### config.mk
export PLATFORM = sky130hd
export DESIGN_NAME = lpht_ram
export DESIGN_NICKNAME = d
export VERILOG_FILES = /design/src/hdl/lpht_ram.sv
export SDC_FILE = /design/constraint.sdc
export NUM_CORES = 1
export LEC_CHECK = 0
export BUFFER_PORTS_ARGS = -buffer_cell sky130_fd_sc_hd__clkbuf_2
export CORE_MARGIN = 10
export CORE_UTILIZATION = 35
export CTS_CLUSTER_DIAMETER = 60
export CTS_CLUSTER_SIZE = 28
export DETAILED_ROUTE_END_ITERATION = 7
export GPL_ROUTABILITY_DRIVEN = 1
export PLACE_DENSITY = 0.51
export SLEW_MARGIN = 20
export SYNTH_ARGS = -nofsm -noshare
export SYNTH_HDL_FRONTEND = slang
export SYNTH_SLANG_ARGS = --single-unit
### constraint.sdc
create_clock -name clock -period 2.1 [get_ports clock]
set_input_delay 0 -clock clock [delete_from_list [all_inputs] [get_ports clock]]
set_output_delay 0 -clock clock [all_outputs]
set_load 0.02 [all_outputs]
### src/hdl/lpht_ram.sv
// Generic single write port, single read port RAM with registered read data.
module lpht_ram #(
   parameter int WIDTH = 8,
   parameter int DEPTH = 16
) (
   input  logic                     clock,
   input  logic                     wr_en,
   input  logic [$clog2(DEPTH)-1:0] wr_addr,
   input  logic [WIDTH-1:0]         wr_data,
   input  logic [$clog2(DEPTH)-1:0] rd_addr,
   output logic [WIDTH-1:0]         rd_data
);

   logic [WIDTH-1:0] mem [DEPTH];

   always_ff @(posedge clock) begin
      if (wr_en) begin
         mem[wr_addr] <= wr_data;
      end
      rd_data <= mem[rd_addr];
   end

endmodule

==> reports/metrics.yaml <==
synth:
  synthDistinctLibCells: 19
  ys_ff_latch: 136
  synth.largest_area_cell: "edfxtp_1"
  ys_top_cells_by_area: "edfxtp_1, mux4_2, mux4_1"
  synth_top_area_share_pct: 74.7
  syn_nets: 247
  synth.avg_cell_area_um2: 22.5
  synth_cells: 229
  netlist_area_mm2: 0.00515
  ys_seq_area_share_pct: 77.8
  ys_warn_count: 0
route:
  ant_nets: 0
  wl_per_cell_um: 21.9
  vias: 2437
  drt_iter0_markers: 269
  drc: 0
  vias_per_cell: 5.04
  first_pass_iters: 4
  drt-total-wl_mm: 10.6
global_route:
  grt_overflow: 0
  grt_pass1_vias: 2512
  grt_antenna_before_repair: 0
  grt_max_degree: 33
  grt.total_usage_pct: 11.1
  grt_pass1_wl_mm: 15.8
clock_tree:
  clkTransAtPathRegs_ns: 0.05
  cts_setup_buffers: 0
  htree_num_levels: 4
  cts-root-buf: "clkbuf_16"
  worstSkewPairLatency_ns: 0.41
  cts_made_buffers: 17
  ctsResizeCount: 0
  cts_tree: "done"
  cts_hold_buf: 0
  clockBufferDepth: 2
  clock_sinks: 136
worst_setup_path:
  path_max_fanout: 1
  endpoint_kind: "flip-flop"
  crit_chain: "mux4_1, a22oi_1, nand2_1"
  arrival_ns: 1.76
  crit_family: "multiplexers"
  crit_slowest_cell: "mux4_1"
  worstSetupStartpointType: "flip-flop"
  crit_type: "reg -> reg"
  worst-path-buf-inv: 0
  reg2reg_depth: 3
  crit_cells: 3
  max_stage_delay_ns: 0.54
  worstPathRequired_ns: 2.38
sta:
  rsz0062_at_grt: "false"
  worst_pin_slew_ns: 0.459
  setup_viol: 0
  worst_clock_skew_ns: 0.00345
  slew-limit-headroom_pct: 69.4
  slew_violations: 0
  min_period_over_period_pct: 70.4
  fmax_mhz: 676
  period_needed_ns: 1.48
  timing_hold_violations_final: 0
  tns_ns: 0
power_and_ir_drop:
  power_density_mw_per_mm2: 971
  vdd_drop_max_mv: 0.668
  p_leak_nw: 2.08
outcome:
  status: "finished clean"
finish:
  fin_nets: 305
  utilization_pct: 42.4
  layout-drive-gt1-share_pct: 29.3
  area_growth_pct: 19.1
  layout_commonest_cell: "edfxtp_1"
  num_antenna_cells: 0
  final_cell_mix: "edfxtp_1, clkbuf_2, buf_4, mux4_2, clkbuf_16"
hold_path:
  hold_depth: 1
  hp-class: "in -> reg"
floorplanning:
  die_area_mm2: 0.0200
  rows: 44
  initial_core_util_pct: 35.6
  ios: 26
  coreArea_mm2: 0.0145
  die_w_um: 141
  die_height_um: 141
placed_design:
  place_hpwl_mm: 6.97
  place_congestion: 0.725
  port_buffers: 25
flow_run:
  maxCapViolCount: 0
-- layout make-up --
class	instances	area [µm²]
clock inverter	5	47.5
clock buffer	27	463
timing repair buffer	49	330
multi-input combinational	83	1060
fill	1269	8350
tap	184	230
sequential	136	4000
-- worst reg2reg max path: stages (launching register included) --
cell and delay [ns]:
edfxtp_1 0.36, mux4_1 0.54, a22oi_1 0.33, nand2_1 0.13
-- stage by stage --
step	hold WS (ns)	cells	cell area (µm²)	total power (W)	setup slack, ns
after floorplan	0.0989	229	5150	0.00328	0.607
after global placement	0.426	452	5620	0.00342	0.522
after detailed placement	0.428	452	5620	0.00343	0.523
after CTS	0.0261	484	6130	0.00602	0.649
after global routing	0.0437	484	6130	0.00615	0.628
final	0.0303	484	6130	0.00595	0.621
-- routing by layer --
layer / vias to the layer above / track usage [%] / share of wire [%] / routed length [µm]
li1: 1092 / - / - / -
met2: 71 / 15.5 / 44 / 4700
met3: 9 / 3.67 / 5.9 / 626
met4: 0 / 4.89 / 1.3 / 137
met1: 1265 / 15.4 / 48 / 5120
met5: - / 0 / 0 / 0
-- registers in the layout, indices dropped and copies added (netlist names) --
name / flops
rd_data: 8
mem: 128
-- where the power goes --
part | internal [W] | leakage [nW] | switching [W]
Clock | 0.00161 | 0.246 | 0.000974
Sequential | 0.00304 | 1.22 | 0.0000208
Combinational | 0.000124 | 0.611 | 0.000184
Total | 0.00478 | 2.08 | 0.00118
-- cell usage after synthesis --
master           instances
nor2_1                  13
clkdlybuf4s25_2          3
nand3b_1                 2
nand2b_1                 2
or3b_2                   1
mux4_1                  14
and2b_1                  1
buf_2                    3
edfxtp_1               128
and2_1                   1
dfxtp_1                  8
mux4_2                  18
nor2b_1                  1
nand3_1                  1
nor3_1                   4
buf_4                    1
buf_6                    3
a22oi_1                 16
nand2_1                  9
-- cells by family after synthesis --
family	share of synthesized area (%)
AOI/OAI and AO/OA	2.33
buffers and inverters	1.68
DFF	77.8
muxes	15.0
and+or+nand+nor	3.18
-- path summary, 6_finish.rpt --
path | from | end | slack [ns]
hold reg to reg | mem[15][3]$_DFFE_PP_ | rd_data[3]$_DFF_P_ | 0.66
setup reg to reg | mem[1][0]$_DFFE_PP_ | rd_data[0]$_DFF_P_ | 0.62
hold / removal | wr_data[5] | mem[12][5]$_DFFE_PP_ | 0.03
setup / recovery | mem[1][0]$_DFFE_PP_ | rd_data[0]$_DFF_P_ | 0.62
Power figures use the tool's default switching activity.
